[src/qad_pkg.sv]
// Shared types and constants for the quad autosprite deform unit.
// Used by the controller, the datapath and the top level; depends on nothing.
package qad_pkg;

  // Field and intermediate widths.
  localparam int POS_W       = 32;  // Q16.16 positions
  localparam int DIR_W       = 16;  // Q2.14 direction components
  localparam int CFG_IDX_W   = 3;   // configuration register index
  localparam int MID_SUM_W   = 34;  // sum of four positions
  localparam int DIFF_W      = 33;  // vertex0 minus midpoint
  localparam int SQ_W        = 64;  // square of one magnitude
  localparam int ACC_W       = 66;  // sum of three squares
  localparam int ROOT_W      = 33;  // integer square root of ACC_W bits
  localparam int REM_W       = 34;  // square root remainder
  localparam int RAD_W       = 33;  // radius after the 0.707 scale
  localparam int SCALE_W     = 16;  // width of the radius scale constant
  localparam int SCALE_PROD_W = ROOT_W + SCALE_W;
  localparam int DIR_PROD_W  = DIR_W + RAD_W + 1;
  localparam int DIR_FRAC    = 14;  // fraction bits of the directions
  localparam int LU_W        = DIR_PROD_W - DIR_FRAC;  // scaled left/up offset
  localparam int CORNER_W    = LU_W + 2;               // mid plus two offsets
  localparam int CNT_W       = 6;   // sequence counter

  // 0.707 in Q0.16.
  localparam logic [SCALE_W-1:0] RAD_SCALE = 16'd46334;

  // Configuration register indexes.
  localparam logic [CFG_IDX_W-1:0] REG_LEFT_X = 3'd0;
  localparam logic [CFG_IDX_W-1:0] REG_LEFT_Y = 3'd1;
  localparam logic [CFG_IDX_W-1:0] REG_LEFT_Z = 3'd2;
  localparam logic [CFG_IDX_W-1:0] REG_UP_X   = 3'd3;
  localparam logic [CFG_IDX_W-1:0] REG_UP_Y   = 3'd4;
  localparam logic [CFG_IDX_W-1:0] REG_UP_Z   = 3'd5;

  // Direction reset values: left along x, up along z.
  localparam logic signed [DIR_W-1:0] DIR_ONE = 16'sd16384;

  // Slot of the vertex that completes a quad.
  localparam logic [1:0] SLOT_FOURTH = 2'd3;

  // Corner codes in emit order.
  localparam logic [1:0] CORNER_FIRST  = 2'd0;
  localparam logic [1:0] CORNER_SECOND = 2'd1;
  localparam logic [1:0] CORNER_THIRD  = 2'd2;
  localparam logic [1:0] CORNER_LAST   = 2'd3;

  // Last count of each multi-cycle step.
  localparam logic [CNT_W-1:0] SQ_LAST   = 6'd3;
  localparam logic [CNT_W-1:0] ROOT_LAST = 6'd32;
  localparam logic [CNT_W-1:0] DIR_LAST  = 6'd5;
  localparam logic [CNT_W-1:0] EMIT_LAST = 6'd3;

  // Commands from the controller to the datapath.
  typedef struct packed {
    logic       hold_en;
    logic [1:0] hold_slot;
    logic       mid_en;
    logic       diff_en;
    logic       sq_en;
    logic [1:0] sq_sel;
    logic       acc_clr;
    logic       acc_add;
    logic       root_step;
    logic       scale_en;
    logic       dir_en;
    logic [2:0] dir_sel;
    logic       out_load;
    logic [1:0] corner;
  } qad_cmd_t;

  // Status from the datapath to the controller.
  typedef struct packed {
    logic out_free;
  } qad_stat_t;

endpackage

[src/qad_ctrl.sv]
// Controller of the quad autosprite deform unit: sequences vertex capture,
// the square sum, the bit-serial square root, scaling and corner emission.
// Depends on qad_pkg.
module qad_ctrl
  import qad_pkg::*;
(
  input  logic      clk,
  input  logic      rst_n,
  input  logic      in_valid,
  output logic      in_ready,
  input  qad_stat_t stat,
  output qad_cmd_t  cmd
);

  typedef enum logic [6:0] {
    ST_IDLE  = 7'b0000001,
    ST_DIFF  = 7'b0000010,
    ST_SQ    = 7'b0000100,
    ST_ROOT  = 7'b0001000,
    ST_SCALE = 7'b0010000,
    ST_DIR   = 7'b0100000,
    ST_EMIT  = 7'b1000000
  } qad_state_t;

  qad_state_t       state_r, state_nxt;
  logic [CNT_W-1:0] cnt_r, cnt_nxt;
  logic [1:0]       slot_r, slot_nxt;

  // Next state, counters and datapath commands.
  always_comb begin
    state_nxt = state_r;
    cnt_nxt   = cnt_r + CNT_W'(1);
    slot_nxt  = slot_r;
    cmd       = '0;
    in_ready  = 1'b0;
    unique case (state_r)
      ST_IDLE: begin
        in_ready = 1'b1;
        cnt_nxt  = '0;
        if (in_valid) begin
          if (slot_r == SLOT_FOURTH) begin
            // The fourth vertex closes the quad and starts the computation.
            cmd.mid_en = 1'b1;
            slot_nxt   = '0;
            state_nxt  = ST_DIFF;
          end else begin
            cmd.hold_en   = 1'b1;
            cmd.hold_slot = slot_r;
            slot_nxt      = slot_r + 2'd1;
          end
        end
      end
      ST_DIFF: begin
        cmd.diff_en = 1'b1;
        cnt_nxt     = '0;
        state_nxt   = ST_SQ;
      end
      ST_SQ: begin
        // One square per cycle; the accumulator adds each product from prod_r, the multiplier's output register.
        cmd.sq_en   = (cnt_r != SQ_LAST);
        cmd.sq_sel  = cnt_r[1:0];
        cmd.acc_clr = (cnt_r == '0);
        cmd.acc_add = (cnt_r != '0);
        if (cnt_r == SQ_LAST) begin
          cnt_nxt   = '0;
          state_nxt = ST_ROOT;
        end
      end
      ST_ROOT: begin
        cmd.root_step = 1'b1;
        if (cnt_r == ROOT_LAST) begin
          cnt_nxt   = '0;
          state_nxt = ST_SCALE;
        end
      end
      ST_SCALE: begin
        cmd.scale_en = 1'b1;
        cnt_nxt      = '0;
        state_nxt    = ST_DIR;
      end
      ST_DIR: begin
        cmd.dir_en  = 1'b1;
        cmd.dir_sel = cnt_r[2:0];
        if (cnt_r == DIR_LAST) begin
          cnt_nxt   = '0;
          state_nxt = ST_EMIT;
        end
      end
      ST_EMIT: begin
        cnt_nxt = cnt_r;
        if (stat.out_free) begin
          cmd.out_load = 1'b1;
          cmd.corner   = cnt_r[1:0];
          cnt_nxt      = cnt_r + CNT_W'(1);
          if (cnt_r == EMIT_LAST) begin
            cnt_nxt   = '0;
            state_nxt = ST_IDLE;
          end
        end
      end
      default: begin
        state_nxt = ST_IDLE;
        cnt_nxt   = '0;
      end
    endcase
  end

  // State registers.
  always_ff @(posedge clk) begin
    if (!rst_n) begin
      state_r <= ST_IDLE;
      cnt_r   <= '0;
      slot_r  <= '0;
    end else begin
      state_r <= state_nxt;
      cnt_r   <= cnt_nxt;
      slot_r  <= slot_nxt;
    end
  end

endmodule

[config.mk]
export PLATFORM = sky130hd
export DESIGN_NAME = qad_ctrl
export DESIGN_NICKNAME = d
export VERILOG_FILES = /design/src/qad_pkg.sv /design/src/qad_ctrl.sv
export SDC_FILE = /design/constraint.sdc
export NUM_CORES = 1
export LEC_CHECK = 0
export BUFFER_PORTS_ARGS = -buffer_cell sky130_fd_sc_hd__buf_2
export CAP_MARGIN = 25
export CORE_UTILIZATION = 47
export CTS_CLUSTER_SIZE = 14
export DETAILED_ROUTE_END_ITERATION = 6
export PLACE_DENSITY = 0.74
export SYNTH_ARGS = -nofsm -noshare
export SYNTH_HDL_FRONTEND = slang
export SYNTH_SLANG_ARGS = --single-unit
[constraint.sdc]
create_clock -name clk -period 1.6 [get_ports clk]
set_input_delay 0 -clock clk [delete_from_list [all_inputs] [get_ports clk]]
set_output_delay 0 -clock clk [all_outputs]
set_load 0.01 [all_outputs]
==> results of run 1 <==
sequential cells by signal, indices dropped and copies added, names as in the netlist:
name	count
state_r	7
cnt_r	6
slot_r	2
path summary, 6_finish.rpt:
check | cells past startpoint | endpoint | slack, ps | startpoint
max | 5 | cmd[15] | -180 | state_r[3]
min | 3 | state_r[3] | 50 | rst_n
max reg2reg | 6 | state_r[6] | -140 | state_r[4]
min reg2reg | 2 | slot_r[1] | 530 | slot_r[1]
timing repair:
item | CTS | global route
pin swaps | 12 | 18
setup endpoints to repair | 25 | 34
hold buffers | 0 | 0
buffers inserted | 15 | 2
cloned | 0 | 0
gates resized for setup | 31 | 24
Yosys cell counts (all sizes together):
| cell type | number |
|---|---|
| o2bb2ai | 1 |
| nand3 | 2 |
| nor3 | 7 |
| ha | 6 |
| nand2b | 4 |
| o41ai | 1 |
| and4b | 1 |
| dfxtp | 15 |
| clkbuf | 1 |
| nand2 | 8 |
| inv | 7 |
| nor2b | 1 |
| nor3b | 2 |
| or4b | 1 |
| and2 | 3 |
| mux2i | 2 |
| a41oi | 1 |
| nand4b | 2 |
| xor2 | 1 |
| xnor2 | 6 |
| nand4 | 2 |
| a211oi | 1 |
| buf | 3 |
| nor4 | 3 |
| a21boi | 1 |
| and3b | 1 |
| and3 | 7 |
| nor2 | 23 |
| or3 | 4 |
| o31ai | 2 |
| a21oi | 2 |
critical path: stages, from the launching register on:
cell,delay (ps)
dfxtp_2,350
or4b_4,570
nor2_4,170
buf_6,130
and3_4,180
buf_6,90
per-layer routing:
metal | wire length [um] | up-vias | share of wire | GRT usage
li1 | - | 537 | - | -
met1 | 1468 | 558 | 0.40 | 0.3872
met2 | 1786 | 64 | 0.49 | 0.5324
met3 | 220 | 20 | 0.060 | 0.04906
met4 | 190 | 0 | 0.052 | 0.2444
met5 | 0 | - | 0 | 0
cell type report:
class | instances | area [um^2]
clock buffer | 4 | 26.28
sequential | 15 | 324.1
inverter | 7 | 28.78
fill | 100 | 266.5
timing repair buffer | 57 | 440.4
tap | 27 | 33.78
multi-input combinational | 95 | 842.1
through the flow:
stage | hold slack, ps | setup TNS [ps] | utilization
2_1_floorplan | 108.4 | -32.45 | -
3_3_place_gp | 300.3 | -364.1 | 0.6575
3_5_place_dp | 299.5 | -1322 | 0.6575
4_1_cts | 6.461 | -709.3 | 0.8029
5_1_grt | 45.66 | -3595 | 0.8642
6_report | 46.58 | -1907 | 0.8642
logic make-up after synthesis:
group                      Yosys count  synth area share
buffers and inverters               11           0.05075
xor gates and xnor gates             7           0.06218
adders and majority gates            6           0.07614
AOI/OAI and AO/OA                    9           0.07488
and+or+nand+nor                     71            0.4112
muxes                                2           0.02031
DFF                                 15            0.3046
power breakdown:
group	switching, mW	total (mW)	internal [mW]
Combinational	0.225	0.476	0.251
Clock	0.123	0.220	0.0970
Sequential	0.0320	0.427	0.395
Total	0.380	1.12	0.743
==> flow_summary.json, run 1 <==
{
  "n_antenna_cell": 0,
  "antenna_found_initial": 0,
  "cts_sinks": 15,
  "gr-usage-all-layers": 0.3277,
  "dp.cells": 184,
  "dp_slack_ps": -210.1,
  "ant_nets": 0,
  "total_power_mw": 1.122,
  "setup_slack_ps": -181.6,
  "dieArea_mm2": 0.002285,
  "required_ps": 1600,
  "max_slew_margin": 0.6436,
  "drive_gt1_frac": 0.6067,
  "syn_area_um2": 985.9,
  "numCtsBuffers": 3,
  "hold_viol_final": 0,
  "ys.warnings.count": 0,
  "grt_pass1_wl_um": 4981,
  "worst_pin_slew_ps": 531.4,
  "drt_iter0_drc": 35,
  "port_buffers": 23,
  "finalSetupViolations": 26,
  "totalWireLength_um": 3666,
  "synth_top_area_share": 0.3046,
  "ir_worst_vdd_v": 0.0009116,
  "hp-class": "primary input to flip-flop",
  "cts.path.max_buffers": 2,
  "clk_latency_ps": 290,
  "layout_commonest_cell": "buf_4",
  "routedWlPerCell_um": 17.88,
  "finalClockSkew_ps": 6.121,
  "hpwl_um": 1895,
  "fmax_mhz": 561.3,
  "arrival_ps": 1780,
  "synth_top_area_cell": "dfxtp_1",
  "cts_tree": "done",
  "io_pins": 24,
  "design_area_mm2": 0.001695,
  "synth_cell_types": 38,
  "final_cell_mix": "buf_4 (27), nor2_1 (18), buf_2 (16)",
  "die_x_um": 47.80,
  "p_leak_nw": 0.7322,
  "synth_seq_cells": 15,
  "drc": 0,
  "status": "complete, but fails checks",
  "critPathMaxFanout": 5,
  "syn_inst": 121,
  "syn_to_final_growth_pct": 71.95,
  "die_height_um": 47.80,
  "critPathKind": "flip-flop to primary output",
  "vias": 1179,
  "htreeDepth": 1,
  "grt_pass1_vias": 1102,
  "grt_overflow": 0,
  "ys_seq_area_frac": 0.3046,
  "rsz0062_at_grt": "true",
  "grt_start_max_net_pins": 9,
  "placed_area_mm2": 0.001290,
  "syn_nets": 131,
  "cap_viol_max_count": 0,
  "postSynthAreaPerCell_um2": 8.148,
  "dr.pass1.iters": 5,
  "startpoint_type": "flip-flop",
  "viasPerCell": 5.751,
  "nets": 189,
  "drv_slew": 0,
  "violations": "setup timing",
  "core_region_area_mm2": 0.001962,
  "power.density_mw_per_mm2": 661.9,
  "std_cell_rows": 16,
  "path_clk_slew_ps": 90,
  "yosys-top-cells-area": "dfxtp_1 (30%), nor2_1 (8.0%), ha_1 (7.6%), xnor2_1 (5.3%), nor3_1 (3.0%)",
  "min_period_over_period": 1.113,
  "start_util": 0.5026,
  "layoutNonFillerInstCount": 205,
  "clockRootBuffer": "clkbuf_4",
  "gp_congestion": 0.7887,
  "period_needed_ps": 1782,
  "critPathCaptureType": "primary output"
}
(Power assumes the default switching activity.)
==> inputs of run 2 (changes only) <==
- GPL_TIMING_DRIVEN: unset -> 0
==> run 2 against run 1 <==
Net effect:
- the run still ends with setup timing left
- first-iteration DRC count decreased by 20%
- combinational power decreased by 17%
- via count decreased by 7.5%
- worst hold slack improved by 4.6 ps
- critical path type is now flip-flop to flip-flop
==> flow_summary.json, run 2 (same netlist as run 1, synthesis figures left out) <==
{
  "status": "complete, but fails checks",
  "violations": "setup timing",
  "cap_viol_max_count": 0,
  "clockRootBuffer": "clkbuf_4",
  "layoutNonFillerInstCount": 195,
  "rsz0062_at_grt": "true",
  "r2r_start": "cnt_r[0]",
  "max_slew_margin": 0.7518,
  "gp_congestion": 0.7727,
  "drv_slew": 0,
  "ir_worst_vdd_v": 0.0005334,
  "worst_pin_slew_ps": 369.6,
  "clk_latency_ps": 280,
  "cts_tree": "done",
  "std_cell_rows": 16,
  "hold_viol_final": 0,
  "htreeDepth": 1,
  "die_height_um": 47.80,
  "syn_to_final_growth_pct": 60.79,
  "finalSetupViolations": 26,
  "largest_register_ffs": 7,
  "critPathCaptureType": "flip-flop",
  "totalWireLength_um": 3180,
  "power.density_mw_per_mm2": 661.2,
  "largest_registers": "state_r x7, cnt_r x6, slot_r x2",
  "critPathMaxFanout": 5,
  "p_leak_nw": 0.6801,
  "finalClockSkew_ps": 3.386,
  "critPathLaunch": "cnt_r[0]",
  "routedWlPerCell_um": 16.31,
  "start_util": 0.5026,
  "startpoint_type": "flip-flop",
  "fin_tns_setup_ps": -1688,
  "fmax_mhz": 576.0,
  "final_cell_mix": "buf_4 (20), nor2_1 (18), buf_2 (18)",
  "min_period_over_period": 1.085,
  "antenna_found_initial": 0,
  "cts.path.max_buffers": 2,
  "path_clk_slew_ps": 100,
  "layout_commonest_cell": "buf_4",
  "die_x_um": 47.80,
  "period_needed_ps": 1736,
  "vias": 1091,
  "crit_path_end": "state_r[0]",
  "dp.cells": 171,
  "setup_slack_ps": -136.0,
  "grt_overflow": 0,
  "n_antenna_cell": 0,
  "gr-usage-all-layers": 0.2603,
  "port_buffers": 23,
  "dr.pass1.iters": 4,
  "hp-class": "primary input to flip-flop",
  "drive_gt1_frac": 0.5774,
  "r2r_setup_slack_ps": -140,
  "drc": 0,
  "reg2reg_depth": 6,
  "largest_register": "state_r",
  "nets": 179,
  "required_ps": 1790,
  "arrival_ps": 1930,
  "grt_start_max_net_pins": 9,
  "io_pins": 24,
  "rr_endpoint": "state_r[0]",
  "dieArea_mm2": 0.002285,
  "critPathKind": "flip-flop to flip-flop",
  "cts_sinks": 15,
  "grt_pass1_wl_um": 4057,
  "core_region_area_mm2": 0.001962,
  "hpwl_um": 1653,
  "grt_pass1_vias": 925,
  "total_power_mw": 1.048,
  "numCtsBuffers": 3,
  "viasPerCell": 5.595,
  "ant_nets": 0,
  "drt_iter0_drc": 28
}
## run 2: cell types whose count changed in the layout (fill, tap and decap cells not counted), sizes merged
cell / previous run / this run
buf: 57 / 47
## run 2: final cells by class
type,instances,area [um^2]
Inverter,7,31.28
Clock buffer,4,26.28
Multi-Input combinational cell,95,824.5
Tap cell,27,33.78
Buffer,2,15.01
Sequential cell,15,327.8
Fill cell,119,376.6
Timing Repair Buffer,45,326.6
## run 2: where the power goes
group	internal [mW]	switching, mW
sequential	0.395	0.0338
combinational	0.197	0.198
clock	0.0968	0.128
## run 2: critical path, stage by stage, from the launching register on
cell and delay, ps:
dfxtp_4 410, buf_6 110, ha_4 110, and4b_1 190
nor3_2 60, or3_4 420, o41ai_2 340
## run 2: routing by layer
metal  routed length (um)  global-route usage  vias to the layer above
li1                     -                   -                      515
met1                 1363              0.3486                      518
met2                 1583              0.4135                       48
met3                  185             0.04906                       10
met4                   48              0.1000                        0
met5                    0                   0                        -
## run 2: worst min-delay path by stage
stage	from	to	slack [ps]	cells past startpoint
2_1_floorplan	rst_n	state_r[3]	110	2
3_3_place_gp	rst_n	state_r[3]	300	3
3_5_place_dp	rst_n	state_r[3]	310	3
4_1_cts	rst_n	state_r[3]	20	3
5_1_grt	rst_n	state_r[6]	40	3
6_report	rst_n	state_r[6]	50	3
## run 2: timing repair
item                       4_1_cts  5_1_grt
pin swaps                       11       11
hold buffers                     0        0
resized for setup               31       19
buffers inserted                16        7
setup endpoints to repair       24       32
## run 2: through the flow
stage | area [um^2] | utilization | setup WS, ps | hold slack, ps
2_1_floorplan | 1044 | - | -32.45 | 108.4
3_3_place_gp | 1192 | 0.6078 | -185.3 | 295.0
3_5_place_dp | 1192 | 0.6078 | -216.1 | 310.7
4_1_cts | 1473 | 0.7506 | -89.58 | 22.32
5_1_grt | 1585 | 0.8080 | -187.7 | 38.73
6_report | 1585 | 0.8080 | -136.0 | 51.18
==> inputs of run 3 (changes only) <==
- REMOVE_ABC_BUFFERS: unset -> 1
==> run 3 against run 2 <==
Net effect:
- combinational power rose by 13%
- critical path type is now flip-flop to primary output
- worst setup slack lost 13 ps
- wire length rose by 0.85%
- sequential power about the same
- power rose by 4.8%
- largest cell class unchanged
- fmax down 0.76%
- the flow still finishes with violations (setup timing)
==> flow_summary.json, run 3 (same netlist as run 1, synthesis figures left out) <==
{
  "fmax_mhz": 571.6,
  "drive_gt1_frac": 0.5818,
  "start_util": 0.5026,
  "p_comb_frac": 0.404,
  "grt_overflow": 0,
  "finalSetupViolations": 16,
  "syn_to_final_growth_pct": 58.76,
  "dieArea_mm2": 0.002285,
  "routedWlPerCell_um": 16.70,
  "gp_congestion": 0.7528,
  "critPathCaptureType": "primary output",
  "cap_viol_max_count": 0,
  "cts.path.max_buffers": 2,
  "critPathKind": "flip-flop to primary output",
  "antenna_found_initial": 0,
  "clk_latency_ps": 300,
  "required_ps": 1600,
  "fill_cells": 129,
  "startpoint_type": "flip-flop",
  "io_pins": 24,
  "grt_start_max_net_pins": 10,
  "hold_slack_ps": 86.68,
  "port_buffers": 23,
  "htreeDepth": 1,
  "hpwl_um": 1689,
  "numCtsBuffers": 3,
  "finalClockSkew_ps": 8.033,
  "layout_commonest_cell": "buf_2",
  "p_sw_uw": 375.2,
  "setup_slack_ps": -149.4,
  "vias": 1113,
  "n_antenna_cell": 0,
  "final_cell_mix": "buf_2 (17), nor2_1 (16), buf_4 (15)",
  "largest_register": "state_r",
  "cts_tree": "done",
  "p_leak_nw": 0.6737,
  "hp-class": "primary input to flip-flop",
  "rsz0062_at_grt": "true",
  "arrival_ps": 1750,
  "min_period_over_period": 1.093,
  "fin_tns_setup_ps": -1103,
  "die_height_um": 47.80,
  "nets": 176,
  "gr-usage-all-layers": 0.2343,
  "drc": 0,
  "hold_viol_final": 0,
  "power_frac_seq": 0.390,
  "clkPwrFrac": 0.206,
  "regArea_um2": 325.3,
  "violations": "setup timing",
  "die_x_um": 47.80,
  "ir_worst_vdd_v": 0.0006605,
  "multi_input_area_um2": 818.3,
  "critPathMaxFanout": 5,
  "crit_chain": "or4b_4 > nor2_4 > and3_2 > buf_6",
  "power.density_mw_per_mm2": 701.7,
  "clockRootBuffer": "clkbuf_4",
  "worst_pin_slew_ps": 413.5,
  "drv_slew": 0,
  "largest_registers": "state_r x7, cnt_r x6, slot_r x2",
  "dr.pass1.iters": 4,
  "swShare": 0.3416,
  "cp_top_family": "simple AND/OR/NAND/NOR gates",
  "period_needed_ps": 1749,
  "totalWireLength_um": 3207,
  "p_int_uw": 723.2,
  "viasPerCell": 5.797,
  "slowest_delay_ps": 570,
  "drt_iter0_drc": 37,
  "slowest_stage": "or4b_4",
  "cts_sinks": 15,
  "grt_pass1_vias": 844,
  "core_region_area_mm2": 0.001962,
  "path_clk_slew_ps": 100,
  "status": "complete, but fails checks",
  "std_cell_rows": 16,
  "critPathBufInv": 1,
  "grt_pass1_wl_um": 3719,
  "ant_nets": 0,
  "largest_register_ffs": 7,
  "max_slew_margin": 0.7218
}
[run 3: changes by cell type in the layout (fill, tap and decap cells not counted), sizes merged]
cell,delta
dlygate4sd3,+1
clkbuf,-1
clkinv,+1
buf,-4
[run 3: per-layer routing]
layer,vias up,track usage,share of wire,routed length [um]
met5,-,0,0,0
met3,10,0.04528,0.067,214
met1,534,0.3265,0.41,1323
met2,56,0.3676,0.49,1584
met4,0,0.06667,0.027,85
li1,513,-,-,-
[run 3: final cells by class]
| class | count | share of cell area |
|---|---|---|
| inverter | 7 | 0.01839 |
| clock inverter | 1 | 0.003197 |
| timing repair buffer | 44 | 0.2118 |
| multi-input combinational | 95 | 0.5228 |
| clock buffer | 3 | 0.01439 |
| sequential | 15 | 0.2078 |
| tap | 27 | 0.02158 |
[run 3: final timing paths]
path | from | endpoint | slack (ps) | cells past startpoint
setup / recovery | state_r[1] | cmd[15] | -150 | 4
hold reg to reg | slot_r[0] | slot_r[0] | 510 | 2
hold / removal | in_valid | slot_r[0] | 90 | 4
setup reg to reg | state_r[1] | slot_r[0] | -100 | 5
[run 3: power groups by stage]
stage	registers (mW)	clock network, mW	logic [mW]
2_1_floorplan	0.430	0	0.184
3_5_place_dp	0.436	0	0.249
5_1_grt	0.430	0.248	0.479
6_report	0.428	0.227	0.444
4_1_cts	0.428	0.226	0.357
3_3_place_gp	0.433	0	0.238
[run 3: metrics by stage]
| step | instance area, um^2 | util | setup WS [ps] | power (mW) | std cells |
|---|---|---|---|---|---|
| after CTS | 1421 | 0.7245 | -140.1 | 1.012 | 187 |
| after global routing | 1565 | 0.7978 | -195.6 | 1.158 | 192 |
| after detailed placement | 1111 | 0.5663 | -268.4 | 0.6851 | 167 |
| after floorplan | 962.2 | - | -109.7 | 0.6133 | 117 |
| after global placement | 1111 | 0.5663 | -208.9 | 0.6712 | 167 |
| final | 1565 | 0.7978 | -149.4 | 1.098 | 192 |
[run 3: worst reg2reg max path, cell delays in order (launching register included)]
cell,delay (ps)
dfxtp_4,370
or4b_4,570
nor2_4,170
nand2_2,90
or3_1,320
a21boi_1,120
[run 3: repair_timing]
action,CTS,global route
setup endpoints to repair,30,28
pin swaps,15,13
hold endpoints to repair,1,0
hold buffers,1,0
buffers inserted,15,5
resized for setup,43,23
